$ cat config.mk
export PLATFORM = sky130hd
export DESIGN_NAME = load_cell_weight_filter_unit
export DESIGN_NICKNAME = d
export VERILOG_FILES = /design/src/rtl/lcwf_pkg.sv /design/src/rtl/lcwf_div.sv /design/src/rtl/lcwf_front.sv /design/src/rtl/lcwf_back.sv /design/src/rtl/load_cell_weight_filter_unit.sv
export VERILOG_INCLUDE_DIRS = /design/src /design/src/rtl
export SDC_FILE = /design/constraint.sdc
export NUM_CORES = 2
export LEC_CHECK = 0
export ABC_AREA = 1
export BUFFER_PORTS_ARGS = -buffer_cell sky130_fd_sc_hd__buf_2
export CAP_MARGIN = 20
export CORE_MARGIN = 2
export CORE_UTILIZATION = 65
export DETAILED_ROUTE_END_ITERATION = 8
export HOLD_SLACK_MARGIN = 0.15
export PLACE_DENSITY = 0.82
export SYNTH_ARGS = -nofsm -noshare
export SYNTH_HDL_FRONTEND = slang
export SYNTH_SLANG_ARGS = --single-unit
export TNS_END_PERCENT = 20
$ cat constraint.sdc
create_clock -name clk -period 10.3 [get_ports clk]
set_clock_uncertainty 0.2 [all_clocks]
set_input_delay 2.06 -clock clk [delete_from_list [all_inputs] [get_ports clk]]
set_output_delay 2.06 -clock clk [all_outputs]
set_load 0.02 [all_outputs]
$ cat src/rtl/assert_macros.svh
// Assertion macros used by the top-level RTL file.
// Uses the clk and rst names of the including module.
`ifndef ASSERT_MACROS_SVH
`define ASSERT_MACROS_SVH
`ifndef SYNTHESIS
`define ASSERT_PROP(label, prop) \
  label: assert property (@(posedge clk) disable iff (rst) prop) \
    else $error("assertion failed");
`define ASSERT_NEVER(label, cond) \
  label: assert property (@(posedge clk) disable iff (rst) !(cond)) \
    else $error("assertion failed");
`else
`define ASSERT_PROP(label, prop)
`define ASSERT_NEVER(label, cond)
`endif
`endif

$ cat src/rtl/lcwf_pkg.sv
// Shared types and constants of the load cell weight filter.
// No dependencies.
package lcwf_pkg;

  localparam int BURST_LEN_DEF = 15;
  localparam int AVG_LEN_DEF   = 10;
  localparam int SW            = 24;
  localparam int WW            = 32;
  localparam int DIV_NW        = 38;
  localparam int DIV_DW        = 25;
  localparam int CFG_IW        = 3;
  localparam int CFG_DW        = 24;
  localparam int QDEPTH        = 4;

  typedef enum logic [CFG_IW-1:0] {
    REG_TARE   = 3'd0,
    REG_CPK    = 3'd1,
    REG_PCT    = 3'd2,
    REG_WINDOW = 3'd3,
    REG_NEEDED = 3'd4
  } reg_idx_t;

  typedef struct packed {
    logic signed [SW-1:0] sample;
    logic                 ok;
    logic                 last;
  } entry_t;

  typedef struct packed {
    logic                     start;
    logic signed [DIV_NW-1:0] num;
    logic signed [DIV_DW-1:0] den;
  } div_req_t;

  typedef struct packed {
    logic                   done;
    logic signed [DIV_NW:0] quo;
  } div_rsp_t;

endpackage

$ cat src/rtl/lcwf_div.sv
// Signed restoring divider, one quotient bit per cycle, truncating toward zero.
// Depends on lcwf_pkg.
module lcwf_div (
  input  logic              clk,
  input  logic              rst,
  input  lcwf_pkg::div_req_t req,
  output lcwf_pkg::div_rsp_t rsp
);
  localparam int NW = lcwf_pkg::DIV_NW;
  localparam int DW = lcwf_pkg::DIV_DW;
  localparam int CW = $clog2(NW + 1);

  logic          busy;
  logic          done;
  logic [CW-1:0] cnt;
  logic [DW-1:0] rem;
  logic [DW-1:0] dmag;
  logic [NW-1:0] quo;
  logic          neg;
  logic [NW-1:0] num_mag;
  logic [DW-1:0] den_mag;
  logic [DW:0]   sh;
  logic [DW:0]   trial;

  assign num_mag = req.num[NW-1] ? NW'(-req.num) : NW'(req.num);
  assign den_mag = req.den[DW-1] ? DW'(-req.den) : DW'(req.den);
  assign sh      = {rem, quo[NW-1]};
  assign trial   = sh - {1'b0, dmag};

  always_ff @(posedge clk) begin
    if (rst) begin
      busy <= 1'b0;
      done <= 1'b0;
      cnt  <= '0;
    end else begin
      done <= 1'b0;
      if (req.start) begin
        busy <= 1'b1;
        cnt  <= CW'(NW);
        rem  <= '0;
        quo  <= num_mag;
        dmag <= den_mag;
        neg  <= req.num[NW-1] ^ req.den[DW-1];
      end else if (busy) begin
        if (!trial[DW]) begin
          rem <= trial[DW-1:0];
          quo <= {quo[NW-2:0], 1'b1};
        end else begin
          rem <= sh[DW-1:0];
          quo <= {quo[NW-2:0], 1'b0};
        end
        cnt <= cnt - 1'b1;
        if (cnt == CW'(1)) begin
          busy <= 1'b0;
          done <= 1'b1;
        end
      end
    end
  end

  assign rsp.done = done;
  assign rsp.quo  = neg ? -$signed({1'b0, quo}) : $signed({1'b0, quo});
endmodule

$ cat src/rtl/lcwf_front.sv
// Input side: accepts items, drops invalid non-final samples, queues the rest.
// Depends on lcwf_pkg.
module lcwf_front (
  input  logic                            clk,
  input  logic                            rst,
  input  logic                            in_valid,
  output logic                            in_stall,
  input  logic signed [lcwf_pkg::SW-1:0]  sample,
  input  logic                            sample_ok,
  input  logic                            burst_end,
  output logic                            q_valid,
  output lcwf_pkg::entry_t                q_entry,
  input  logic                            q_pop
);
  localparam int AW = $clog2(lcwf_pkg::QDEPTH);
  localparam int CW = $clog2(lcwf_pkg::QDEPTH + 1);

  lcwf_pkg::entry_t mem [lcwf_pkg::QDEPTH];
  logic [AW-1:0]    wr_ptr;
  logic [AW-1:0]    rd_ptr;
  logic [CW-1:0]    count;
  logic             push;
  logic             pop;

  assign in_stall = (count == CW'(lcwf_pkg::QDEPTH));
  assign push     = in_valid && !in_stall && (sample_ok || burst_end);
  assign q_valid  = (count != '0);
  assign pop      = q_pop && q_valid;
  assign q_entry  = mem[rd_ptr];

  always_ff @(posedge clk) begin
    if (push) begin
      mem[wr_ptr] <= '{sample: sample, ok: sample_ok, last: burst_end};
    end
  end

  always_ff @(posedge clk) begin
    if (rst) begin
      wr_ptr <= '0;
      rd_ptr <= '0;
      count  <= '0;
    end else begin
      if (push) begin
        wr_ptr <= (wr_ptr == AW'(lcwf_pkg::QDEPTH - 1)) ? '0 : wr_ptr + 1'b1;
      end
      if (pop) begin
        rd_ptr <= (rd_ptr == AW'(lcwf_pkg::QDEPTH - 1)) ? '0 : rd_ptr + 1'b1;
      end
      count <= count + CW'(push) - CW'(pop);
    end
  end
endmodule

$ cat src/rtl/lcwf_back.sv
// Burst processing: sorted sample store, median outlier rejection, scaling,
// ring moving average and stability tracking. Depends on lcwf_pkg.
module lcwf_back #(
  parameter int BURST_LEN = lcwf_pkg::BURST_LEN_DEF,
  parameter int AVG_LEN   = lcwf_pkg::AVG_LEN_DEF
) (
  input  logic                                 clk,
  input  logic                                 rst,
  input  logic                                 cfg_write,
  input  logic [lcwf_pkg::CFG_IW-1:0]          cfg_index,
  input  logic [lcwf_pkg::CFG_DW-1:0]          cfg_data,
  input  logic                                 q_valid,
  input  lcwf_pkg::entry_t                     q_entry,
  output logic                                 q_pop,
  output lcwf_pkg::div_req_t                   div_req,
  input  lcwf_pkg::div_rsp_t                   div_rsp,
  input  logic                                 out_stall,
  output logic                                 out_valid,
  output logic signed [lcwf_pkg::WW-1:0]       weight_grams,
  output logic                                 steady,
  output logic                                 status,
  output logic [3:0]                           outliers_dropped
);
  localparam int SW   = lcwf_pkg::SW;
  localparam int WW   = lcwf_pkg::WW;
  localparam int NW   = lcwf_pkg::DIV_NW;
  localparam int DW   = lcwf_pkg::DIV_DW;
  localparam int CW   = $clog2(BURST_LEN + 1);
  localparam int IW   = $clog2(BURST_LEN);
  localparam int PW   = $clog2(AVG_LEN);
  localparam int FW   = $clog2(AVG_LEN + 1);
  localparam int TW   = WW + FW;
  localparam int SUMW = SW + CW;
  localparam logic signed [NW:0] Q_MAX = (NW + 1)'(64'sd2147483647);
  localparam logic signed [NW:0] Q_MIN = -Q_MAX - 1;

  typedef enum logic [13:0] {
    S_IDLE  = 14'b00000000000001,
    S_CHECK = 14'b00000000000010,
    S_MED   = 14'b00000000000100,
    S_PROD  = 14'b00000000001000,
    S_SWEEP = 14'b00000000010000,
    S_SEL   = 14'b00000000100000,
    S_DIV1  = 14'b00000001000000,
    S_MUL   = 14'b00000010000000,
    S_SCALE = 14'b00000100000000,
    S_DIV2  = 14'b00001000000000,
    S_RING  = 14'b00010000000000,
    S_DIV3  = 14'b00100000000000,
    S_STAB  = 14'b01000000000000,
    S_EMIT  = 14'b10000000000000
  } state_t;

  state_t state;

  logic signed [SW-1:0] tare;
  logic signed [SW-1:0] cpk;
  logic [6:0]           pct;
  logic [15:0]          window;
  logic [7:0]           needed;

  logic signed [SW-1:0] sorted [BURST_LEN];
  logic signed [SW-1:0] ins_val [BURST_LEN];
  logic [CW-1:0]        cnt;
  logic [CW-1:0]        cnt_next;
  logic [CW-1:0]        n;
  logic                 do_ins;
  logic [IW-1:0]        rd_idx;
  logic signed [SW-1:0] rd_val;

  logic signed [SW-1:0] med;
  logic [30:0]          prod;
  logic signed [SUMW-1:0] sum_all;
  logic signed [SUMW-1:0] sum_kept;
  logic [CW-1:0]        kept;
  logic signed [SW:0]   dev;
  logic [SW:0]          dev_mag;
  logic [31:0]          dev100;
  logic                 keep;
  logic                 use_all;
  logic [CW-1:0]        n_drop;

  logic signed [SW-1:0] mean;
  logic signed [NW-1:0] scaled_num;
  logic signed [SW:0]   diff;
  logic signed [NW-1:0] diff_x;
  logic signed [WW-1:0] grams;

  logic signed [WW-1:0] ring [AVG_LEN];
  logic [PW-1:0]        pos;
  logic [FW-1:0]        fill;
  logic [FW-1:0]        fill_next;
  logic signed [TW-1:0] total;
  logic signed [TW-1:0] total_next;
  logic                 ring_full;

  logic signed [WW-1:0] avg_new;
  logic signed [WW-1:0] avg_cur;
  logic signed [WW:0]   ddev;
  logic [WW:0]          ddev_mag;
  logic [7:0]           run;
  logic [7:0]           run_next;
  logic signed [WW-1:0] anchor;
  logic                 flag;
  logic                 res_status;
  logic [3:0]           res_drop;

  assign q_pop    = (state == S_IDLE) && q_valid;
  assign do_ins   = q_pop && q_entry.ok && (cnt < CW'(BURST_LEN));
  assign cnt_next = cnt + CW'(do_ins);
  assign rd_val   = sorted[rd_idx];

  always_comb begin
    logic                 g;
    logic                 prev_g;
    logic signed [SW-1:0] prev_v;
    prev_g = 1'b0;
    prev_v = q_entry.sample;
    for (int k = 0; k < BURST_LEN; k++) begin
      g = (CW'(k) >= cnt) || (sorted[k] > q_entry.sample);
      ins_val[k] = g ? (prev_g ? prev_v : q_entry.sample) : sorted[k];
      prev_g = g;
      prev_v = sorted[k];
    end
  end

  assign dev     = (SW + 1)'(rd_val) - (SW + 1)'(med);
  assign dev_mag = dev[SW] ? (SW + 1)'(-dev) : (SW + 1)'(dev);
  assign dev100  = (32'(dev_mag) << 6) + (32'(dev_mag) << 5) + (32'(dev_mag) << 2);
  assign keep    = dev100 <= {1'b0, prod};
  assign use_all = (n < CW'(3)) || (kept < (n >> 1));
  assign n_drop  = n - kept;

  assign diff   = (SW + 1)'(mean) - (SW + 1)'(tare);
  assign diff_x = NW'(diff);

  assign ring_full  = (fill >= FW'(AVG_LEN));
  assign fill_next  = ring_full ? fill : fill + 1'b1;
  assign total_next = total - (ring_full ? TW'(ring[pos]) : '0) + TW'(grams);

  assign avg_new  = div_rsp.quo[WW-1:0];
  assign ddev     = (WW + 1)'(avg_new) - (WW + 1)'(anchor);
  assign ddev_mag = ddev[WW] ? (WW + 1)'(-ddev) : (WW + 1)'(ddev);
  assign run_next = (ddev_mag < (WW + 1)'(window)) ? ((run == 8'd255) ? run : run + 1'b1)
                                                    : 8'd0;

  always_comb begin
    div_req = '0;
    case (state)
      S_SEL: begin
        div_req.start = 1'b1;
        div_req.num   = use_all ? NW'(sum_all) : NW'(sum_kept);
        div_req.den   = use_all ? DW'(n) : DW'(kept);
      end
      S_SCALE: begin
        div_req.start = 1'b1;
        div_req.num   = scaled_num;
        div_req.den   = (cpk == '0) ? DW'(1) : DW'(cpk);
      end
      S_RING: begin
        div_req.start = 1'b1;
        div_req.num   = NW'(total_next);
        div_req.den   = DW'(fill_next);
      end
      default: div_req = '0;
    endcase
  end

  always_ff @(posedge clk) begin
    if (do_ins) begin
      for (int k = 0; k < BURST_LEN; k++) begin
        sorted[k] <= ins_val[k];
      end
    end
    if (state == S_RING) begin
      ring[pos] <= grams;
    end
  end

  always_ff @(posedge clk) begin
    if (rst) begin
      state     <= S_IDLE;
      tare      <= '0;
      cpk       <= SW'(1000);
      pct       <= 7'd10;
      window    <= 16'd100;
      needed    <= 8'd5;
      cnt       <= '0;
      pos       <= '0;
      fill      <= '0;
      total     <= '0;
      run       <= '0;
      anchor    <= '0;
      flag      <= 1'b0;
      avg_cur   <= '0;
      out_valid <= 1'b0;
    end else begin
      if (cfg_write) begin
        case (cfg_index)
          lcwf_pkg::REG_TARE:   tare   <= cfg_data[SW-1:0];
          lcwf_pkg::REG_CPK:    cpk    <= cfg_data[SW-1:0];
          lcwf_pkg::REG_PCT:    pct    <= cfg_data[6:0];
          lcwf_pkg::REG_WINDOW: window <= cfg_data[15:0];
          lcwf_pkg::REG_NEEDED: needed <= cfg_data[7:0];
          default: ;
        endcase
      end
      if (out_valid && !out_stall && state != S_EMIT) begin
        out_valid <= 1'b0;
      end
      case (state)
        S_IDLE: begin
          if (q_pop) begin
            if (q_entry.last) begin
              n     <= cnt_next;
              cnt   <= '0;
              state <= S_CHECK;
            end else begin
              cnt <= cnt_next;
            end
          end
        end
        S_CHECK: begin
          if (n < CW'(BURST_LEN / 2)) begin
            res_status <= 1'b1;
            res_drop   <= 4'd0;
            state      <= S_EMIT;
          end else begin
            rd_idx <= IW'(n >> 1);
            state  <= S_MED;
          end
        end
        S_MED: begin
          med      <= rd_val;
          rd_idx   <= '0;
          sum_all  <= '0;
          sum_kept <= '0;
          kept     <= '0;
          state    <= S_PROD;
        end
        S_PROD: begin
          prod  <= 31'(med[SW-1] ? -(SW + 1)'(med) : (SW + 1)'(med)) * 31'(pct);
          state <= S_SWEEP;
        end
        S_SWEEP: begin
          sum_all <= sum_all + SUMW'(rd_val);
          if (keep) begin
            sum_kept <= sum_kept + SUMW'(rd_val);
            kept     <= kept + 1'b1;
          end
          rd_idx <= rd_idx + 1'b1;
          if (CW'(rd_idx) + 1'b1 == n) begin
            state <= S_SEL;
          end
        end
        S_SEL: begin
          res_status <= 1'b0;
          if (use_all) begin
            res_drop <= 4'd0;
          end else begin
            res_drop <= (n_drop > CW'(15)) ? 4'd15 : 4'(n_drop);
          end
          state <= S_DIV1;
        end
        S_DIV1: begin
          if (div_rsp.done) begin
            mean  <= div_rsp.quo[SW-1:0];
            state <= S_MUL;
          end
        end
        S_MUL: begin
          scaled_num <= (diff_x <<< 10) - (diff_x <<< 4) - (diff_x <<< 3);
          state      <= S_SCALE;
        end
        S_SCALE: begin
          state <= S_DIV2;
        end
        S_DIV2: begin
          if (div_rsp.done) begin
            if (div_rsp.quo > Q_MAX) begin
              grams <= Q_MAX[WW-1:0];
            end else if (div_rsp.quo < Q_MIN) begin
              grams <= Q_MIN[WW-1:0];
            end else begin
              grams <= div_rsp.quo[WW-1:0];
            end
            state <= S_RING;
          end
        end
        S_RING: begin
          total <= total_next;
          fill  <= fill_next;
          pos   <= (pos == PW'(AVG_LEN - 1)) ? '0 : pos + 1'b1;
          state <= S_DIV3;
        end
        S_DIV3: begin
          if (div_rsp.done) begin
            avg_cur <= avg_new;
            if (fill >= FW'(AVG_LEN / 2)) begin
              run  <= run_next;
              flag <= (run_next >= needed);
              if (ddev_mag >= (WW + 1)'(window)) begin
                anchor <= avg_new;
              end
            end
            state <= S_STAB;
          end
        end
        S_STAB: begin
          state <= S_EMIT;
        end
        S_EMIT: begin
          if (!out_valid || !out_stall) begin
            out_valid        <= 1'b1;
            weight_grams     <= avg_cur;
            steady           <= flag;
            status           <= res_status;
            outliers_dropped <= res_drop;
            state            <= S_IDLE;
          end
        end
        default: state <= S_IDLE;
      endcase
    end
  end
endmodule

$ cat src/rtl/load_cell_weight_filter_unit.sv
// Top level of the load cell weight filter: front queue, burst engine, divider.
// Depends on lcwf_pkg, lcwf_front, lcwf_back, lcwf_div and assert_macros.svh.
//
// Samples enter one per cycle, while the queue is not full, into a four-entry
// queue; the back end takes plain samples in while it is idle. The final sample
// of a burst with n valid samples starts a sweep over the n samples, bookkeeping
// steps and three passes of the shared radix-2 divider (mean, gram scaling,
// moving average), after which one result is offered; a too-few burst answers
// without the sweep or the divider. Only bursts that end produce a result;
// invalid samples inside a burst are dropped at the input.
module load_cell_weight_filter_unit #(
  parameter int BURST_LEN = lcwf_pkg::BURST_LEN_DEF,
  parameter int AVG_LEN   = lcwf_pkg::AVG_LEN_DEF
) (
  input  logic                                clk,
  input  logic                                rst,
  input  logic                                cfg_write,
  input  logic [lcwf_pkg::CFG_IW-1:0]         cfg_index,
  input  logic [lcwf_pkg::CFG_DW-1:0]         cfg_data,
  input  logic                                in_valid,
  output logic                                in_stall,
  input  logic signed [lcwf_pkg::SW-1:0]      sample,
  input  logic                                sample_ok,
  input  logic                                burst_end,
  output logic                                out_valid,
  input  logic                                out_stall,
  output logic signed [lcwf_pkg::WW-1:0]      weight_grams,
  output logic                                steady,
  output logic                                status,
  output logic [3:0]                          outliers_dropped
);
  `include "assert_macros.svh"

  logic               q_valid;
  logic               q_pop;
  lcwf_pkg::entry_t   q_entry;
  lcwf_pkg::div_req_t div_req;
  lcwf_pkg::div_rsp_t div_rsp;

  lcwf_front u_front (
    .clk       (clk),
    .rst       (rst),
    .in_valid  (in_valid),
    .in_stall  (in_stall),
    .sample    (sample),
    .sample_ok (sample_ok),
    .burst_end (burst_end),
    .q_valid   (q_valid),
    .q_entry   (q_entry),
    .q_pop     (q_pop)
  );

  lcwf_back #(
    .BURST_LEN (BURST_LEN),
    .AVG_LEN   (AVG_LEN)
  ) u_back (
    .clk              (clk),
    .rst              (rst),
    .cfg_write        (cfg_write),
    .cfg_index        (cfg_index),
    .cfg_data         (cfg_data),
    .q_valid          (q_valid),
    .q_entry          (q_entry),
    .q_pop            (q_pop),
    .div_req          (div_req),
    .div_rsp          (div_rsp),
    .out_stall        (out_stall),
    .out_valid        (out_valid),
    .weight_grams     (weight_grams),
    .steady           (steady),
    .status           (status),
    .outliers_dropped (outliers_dropped)
  );

  lcwf_div u_div (
    .clk (clk),
    .rst (rst),
    .req (div_req),
    .rsp (div_rsp)
  );

  `ASSERT_PROP(a_err_no_drop, out_valid && status |-> outliers_dropped == 4'd0)
  `ASSERT_NEVER(a_pop_empty, q_pop && !q_valid)
  `ASSERT_PROP(a_quiet_after_reset, $past(rst) |-> !out_valid)
endmodule
Yosys cells after proc, flatten, opt, wreduce, memory -nomap -nowiden --
Memories as Yosys holds them, arrays and structs flattened. A register that Yosys moved wholly into a read port is not among the register bits. Cells that the tools add are included.
Word-level totals: register bits after elaboration 579, RAM bits 784, memories 3
Operators by class: add/sub/neg operators 30, multiply operators 1, order comparisons 43, eq/ne operators 36, multiplexer cells 95, bitwise logic cells 3, reduce and logical (&&, ||, !) cells 61
Memories:
- u_back.sorted | depth 15, bits a word 24, rd ports 16, clocked after Yosys merged registers in 1, write ports 15, RTL line lcwf_back.sv:62 | logic signed [SW-1:0] sorted [BURST_LEN];
- u_back.ring | depth 10, bits a word 32, rd ports 1, clocked after Yosys merged registers in 1, write ports 1, RTL line lcwf_back.sv:89 | logic signed [WW-1:0] ring [AVG_LEN];
- u_front.mem | depth 4, bits a word 26, rd ports 1, clocked after Yosys merged registers in 1, write ports 1, RTL line lcwf_front.sv:18 | lcwf_pkg::entry_t mem [lcwf_pkg::QDEPTH];
Operators by type and width (number):
- 24-bit 2-to-1 mux | 30
- 24-bit > comparator | 15
- 14-bit case mux with 14 select lines | 1
- 64-bit case mux with 3 select lines | 1
- 38-bit 2-to-1 mux | 4
- 14-bit 2-to-1 mux | 8
- 28-bit case mux with 2 select lines | 2
- 25-bit 2-to-1 mux | 4
- 28-bit by 24-bit adder with 28-bit output | 2
- 25-bit negator | 2
- 24-bit by 24-bit subtractor with 25-bit output | 2
- 4-bit 2-to-1 mux | 12
- 39-bit by 32-bit > comparator with 1-bit output (second input constant) | 1
- 39-bit by 32-bit < comparator with 1-bit output (second input constant) | 1
- 39-bit 2-to-1 mux | 1
- 38-bit negator with 39-bit output | 1
- 38-bit negator | 1
- 36-bit by 28-bit subtractor with 37-bit output | 1
- 36-bit adder | 1
- 36-bit 2-to-1 mux | 1
- 35-bit by 29-bit subtractor with 36-bit output | 1
- 36-bit subtractor | 1
- 33-bit by 16-bit >= comparator with 1-bit output | 1
- 33-bit by 16-bit < comparator with 1-bit output | 1
- 79 further kinds | 174

Depth between registers and ports, before layout --
depth after elaboration 8, depth in mapped cells 55, gate-level depth less buffers 53

Hierarchy --
From an unflattened synthesis, not the netlist that was laid out.
Unflattened totals: cell total of the unflattened synthesis 10672, area, all modules 91475.2 µm²
Modules (own cells, without submodules):
- lcwf_back | times used 1, cells an instance 9092, area each 78581.6 µm²
- lcwf_div | times used 1, cells an instance 1259, area each 8508.2 µm²
- lcwf_front | times used 1, cells an instance 321, area each 4385.5 µm²

Worst setup path before layout --
OpenSTA, ideal clock, no wires.
path type flip-flop to flip-flop, start reg (tool-made name), end reg u_back.kept[0], enable pin, library setup time 387 ps, arrival 8218 ps, slack 1496 ps, cell stages (with the launch flop) 48, clock period less this slack 8804 ps, path through dfxtp_1 clkbuf_1 clkbuf_1 buf_1 o21ai_0 a21oi_1 o21ai_0 nand2_1 inv_1 ha_1 fa_1 inv_1 nand3_1 nor2_1 nor2_2 o21bai_1 nand3_1 nand4_1 [... 12 more ...] nor3_1 a2111oi_0 o21a_1 o21ai_0 nand2_1 inv_1 nor3_1 o21ai_0 xor2_1 ha_1 nand2_1 nor4b_1 nand4_1 nand2_1 nand3_1 nand2_1 nand2_1 inv_1
RTL lines:
- end signal: assignment | RTL line lcwf_back.sv:249 | kept <= kept + 1'b1;
- end: declaration | RTL line lcwf_back.sv:75 | logic [CW-1:0] kept;

==> metrics.csv <==
stage,metric,value,unit
clock_tree,clock_latency,820,ps
clock_tree,clockBufferDepth,3,
synth,ys_seq_elements,1369,
power,leakagePower,42.8,nW
synth,yosys-top-cells-area,"edfxtp_1, ha_1, nand2_1",
synth,yosysMostFrequentCell,nand2_1,
sta,tightest_slew,1140,ps
synth,synthCells,10700,
hold_path,hold_depth,0,
routing,drt_iter0_markers,9671,
synth,synthTopCellsByCount,"nand2_1, inv_1, edfxtp_1, o21ai_0, nor2_1",
critical_path,cpMaxStageDelayCell,dfxtp_4,
power,power.switching,0.0130,W
power,power_density,293,nW/um^2
die,initial_core_util,65.5,%
final_layout,nets,11700,
sta,hold_viol,0,
synth,syn_area,91400,um^2
clock_tree,cts_num_sinks,1369,
synth,yosys.area.top_type,edfxtp_1,
grt,grt.overflow.total,0,
sta,period_needed,9560,ps
die,ios,98,
critical_path,crit_type,flop to flop,
die,dieWidth,379,um
status,status,completed,
synth,ys_seq_area_share,42.3,%
final_layout,drive_gt1_share,5.92,%
sta,max_slew_margin,23.7,%
critical_path,cp.arrival,9840,ps
power,intPower,0.0161,W
final_layout,area_growth,8.46,%
sta,fmaxAchievable,105,MHz
die,die_h,379,um
sta,slew_viol_final,0,
synth,async_flop_share,0,%
critical_path,end_kind,flop,
sta,setup_viol,0,
final_layout,fin_area,99200,um^2
clock_tree,root_buffer,clkbuf_16,
synth,synth_area_per_cell,8.56,um^2
grt,track_usage,37.9,%
routing,first_pass_iters,7,
routing,routed_via_density,6.27,
critical_path,required,10580,ps
power,p_sw_share,44.6,%
grt,grt_pass1_wl,423000,um
routing,wl_per_cell,21.8,um
final_layout,fin_cells,12700,
place,finalWeightedCongestion,1.02,
synth,synth_edf_count,1129,
sta,fin_crit_sh,92.8,%
clock_tree,cts_tree,built,
power,ir_worst_vdd,0.570,mV
clock_tree,cts_made_buffers,146,
routing,drc,0,
place,dp_hpwl,203000,um
place,io_buffers,97,
power,seqPwrFrac,28.6,%
grt,grt_max_degree,109,
place,dp_cells,12400,
synth,synth_top_area_share,37.1,%
final_layout,fillers,10700,
die,die_area,144000,um^2
critical_path,ff2ff_path_depth,42,
clock_tree,path_clk_slew,60,ps
synth,synth-warning-count,0,
grt,antenna_found_initial,11,
routing,routed_wl,277000,um
critical_path,critPathLaunchType,flop,
clock_tree,htreeDepth,4,
power,p_comb_share,53.4,%
synth,synth_ff_type,edfxtp_1,
place,dpl_cell_area,94300,um^2
critical_path,worst_path_largest_cell_delay,550,ps
die,core,140000,um^2
die,rows,137,
place,dp_slack,444,ps
critical_path,crit_fanout,60,
routing,ant_nets,0,
clock_tree,cts_hold_buf,0,
critical_path,cpMostUsedCell,nand2_1,
sta,layout_setup_ws,737,ps
hold_path,min_path_type,flop to flop,
grt,grt_pass1_vias,75800,
job,cap_viol_max_count,0,
routing,routed-via-count,79800,
synth,synth_cell_types,70,
power,pwr-share-clk,18.0,%
routing by layer:
layer  GRT usage [%]  part of all wire (%)  wire [um]  vias to the layer above
li1                -                     -          -                    36700
met1            51.5                    40     110000                    37700
met2            59.0                    44     123000                     4614
met3            7.28                    11      30800                      788
met4            17.3                   4.8      13300                       16
met5               0                 0.038        105                        -
per-stage QoR:
stage | total power, W | hold WS, ps | util [%] | TNS, ps
6_report | 0.0291 | 230 | 71.1 | 0
5_1_grt | 0.0315 | 240 | 71.1 | -467
4_1_cts | 0.0288 | 227 | 70.9 | 0
3_5_place_dp | 0.0235 | 211 | 67.6 | 0
3_3_place_gp | 0.0230 | 211 | 67.5 | 0
2_1_floorplan | 0.0191 | 200 | - | 0
worst max-delay path, delay by kind of cell, from the launching register on:
kind / cells / cell delay, ps
adder cells (fa/ha/maj): 4 / 1520
flip-flops: 1 / 550
XOR/XNOR: 2 / 410
AO/OA/AOI/OAI: 9 / 1990
AND/OR/NAND/NOR: 20 / 3350
buffers and inverters: 7 / 1180
state kept, by name (all words and copies together) (netlist names), 34 cells and up, named ones only:
register and cells:
u_back.ring 320, u_back.scaled_num 34, u_back.sorted 360, u_back.total 36, u_div.quo 38, u_front.mem 104
power groups by stage:
stage	logic (W)	registers (W)	clock network, W
6_report	0.0155	0.00832	0.00523
5_1_grt	0.0177	0.00833	0.00544
4_1_cts	0.0153	0.00825	0.00525
3_5_place_dp	0.0152	0.00835	0
3_3_place_gp	0.0147	0.00836	0
2_1_floorplan	0.0112	0.00791	0
timing repair:
item                       in CTS  in global routing
setup endpoints to repair       0                 32
hold endpoints to repair        0                  0
setup buffers                   0                  5
resized for setup               0                 14
final cells by class:
cell class / instances / area, um^2 / area share (%)
clock inverters: 76 / 671 / 0.676
clock buffers: 190 / 4030 / 4.06
flip-flops and latches: 1369 / 38700 / 39.0
diodes: 5 / 12.5 / 0.0126
well taps: 1876 / 2350 / 2.37
repair buffers: 257 / 1820 / 1.84
inverters: 1313 / 4950 / 4.99
multi-input cells: 7630 / 46600 / 47.0
path summary, 6_finish.rpt:
check | start | to | slack [ps]
worst max-delay path | flop | u_back.kept[0]$_SDFFCE_PN0P_ | 740
worst min-delay path | u_back.avg_cur[2]$_SDFFE_PP0P_ | u_back.weight_grams[2]$_DFFE_PP_ | 230
worst max register to register | flop | u_back.kept[0]$_SDFFCE_PN0P_ | 740
worst min register to register | u_back.avg_cur[2]$_SDFFE_PP0P_ | u_back.weight_grams[2]$_DFFE_PP_ | 230
cells by family after synthesis:
logic type,count (synthesis),synth area share [%]
flip-flops,1369,42.3
AO/OA/AOI/OAI,2415,15.0
multiplexers,53,0.580
adder cells (fa/ha/maj),927,14.4
AND/OR/NAND/NOR,3924,17.9
other,2,0.00821
buffers and inverters,1706,7.10
XOR/XNOR,289,2.79
cell usage in the layout (no fill, tap or decap), drive strengths merged, types with 82 or more instances in the layout:
| master | synthesis | layout |
|---|---|---|
| a21oi | 814 | 814 |
| buf | 61 | 257 |
| clkbuf | 332 | 190 |
| dfxtp | 240 | 240 |
| edfxtp | 1129 | 1129 |
| fa | 204 | 204 |
| ha | 723 | 723 |
| inv | 1306 | 1315 |
| nand2 | 2146 | 2146 |
| nand3 | 449 | 449 |
| nand4 | 130 | 130 |
| nor2 | 918 | 918 |
| nor3 | 140 | 140 |
| o211ai | 88 | 88 |
| o21ai | 1016 | 1016 |
| o221ai | 86 | 86 |
| o22ai | 82 | 82 |
| xnor2 | 82 | 82 |
| xor2 | 207 | 207 |
Power figures use the tool's default switching activity.
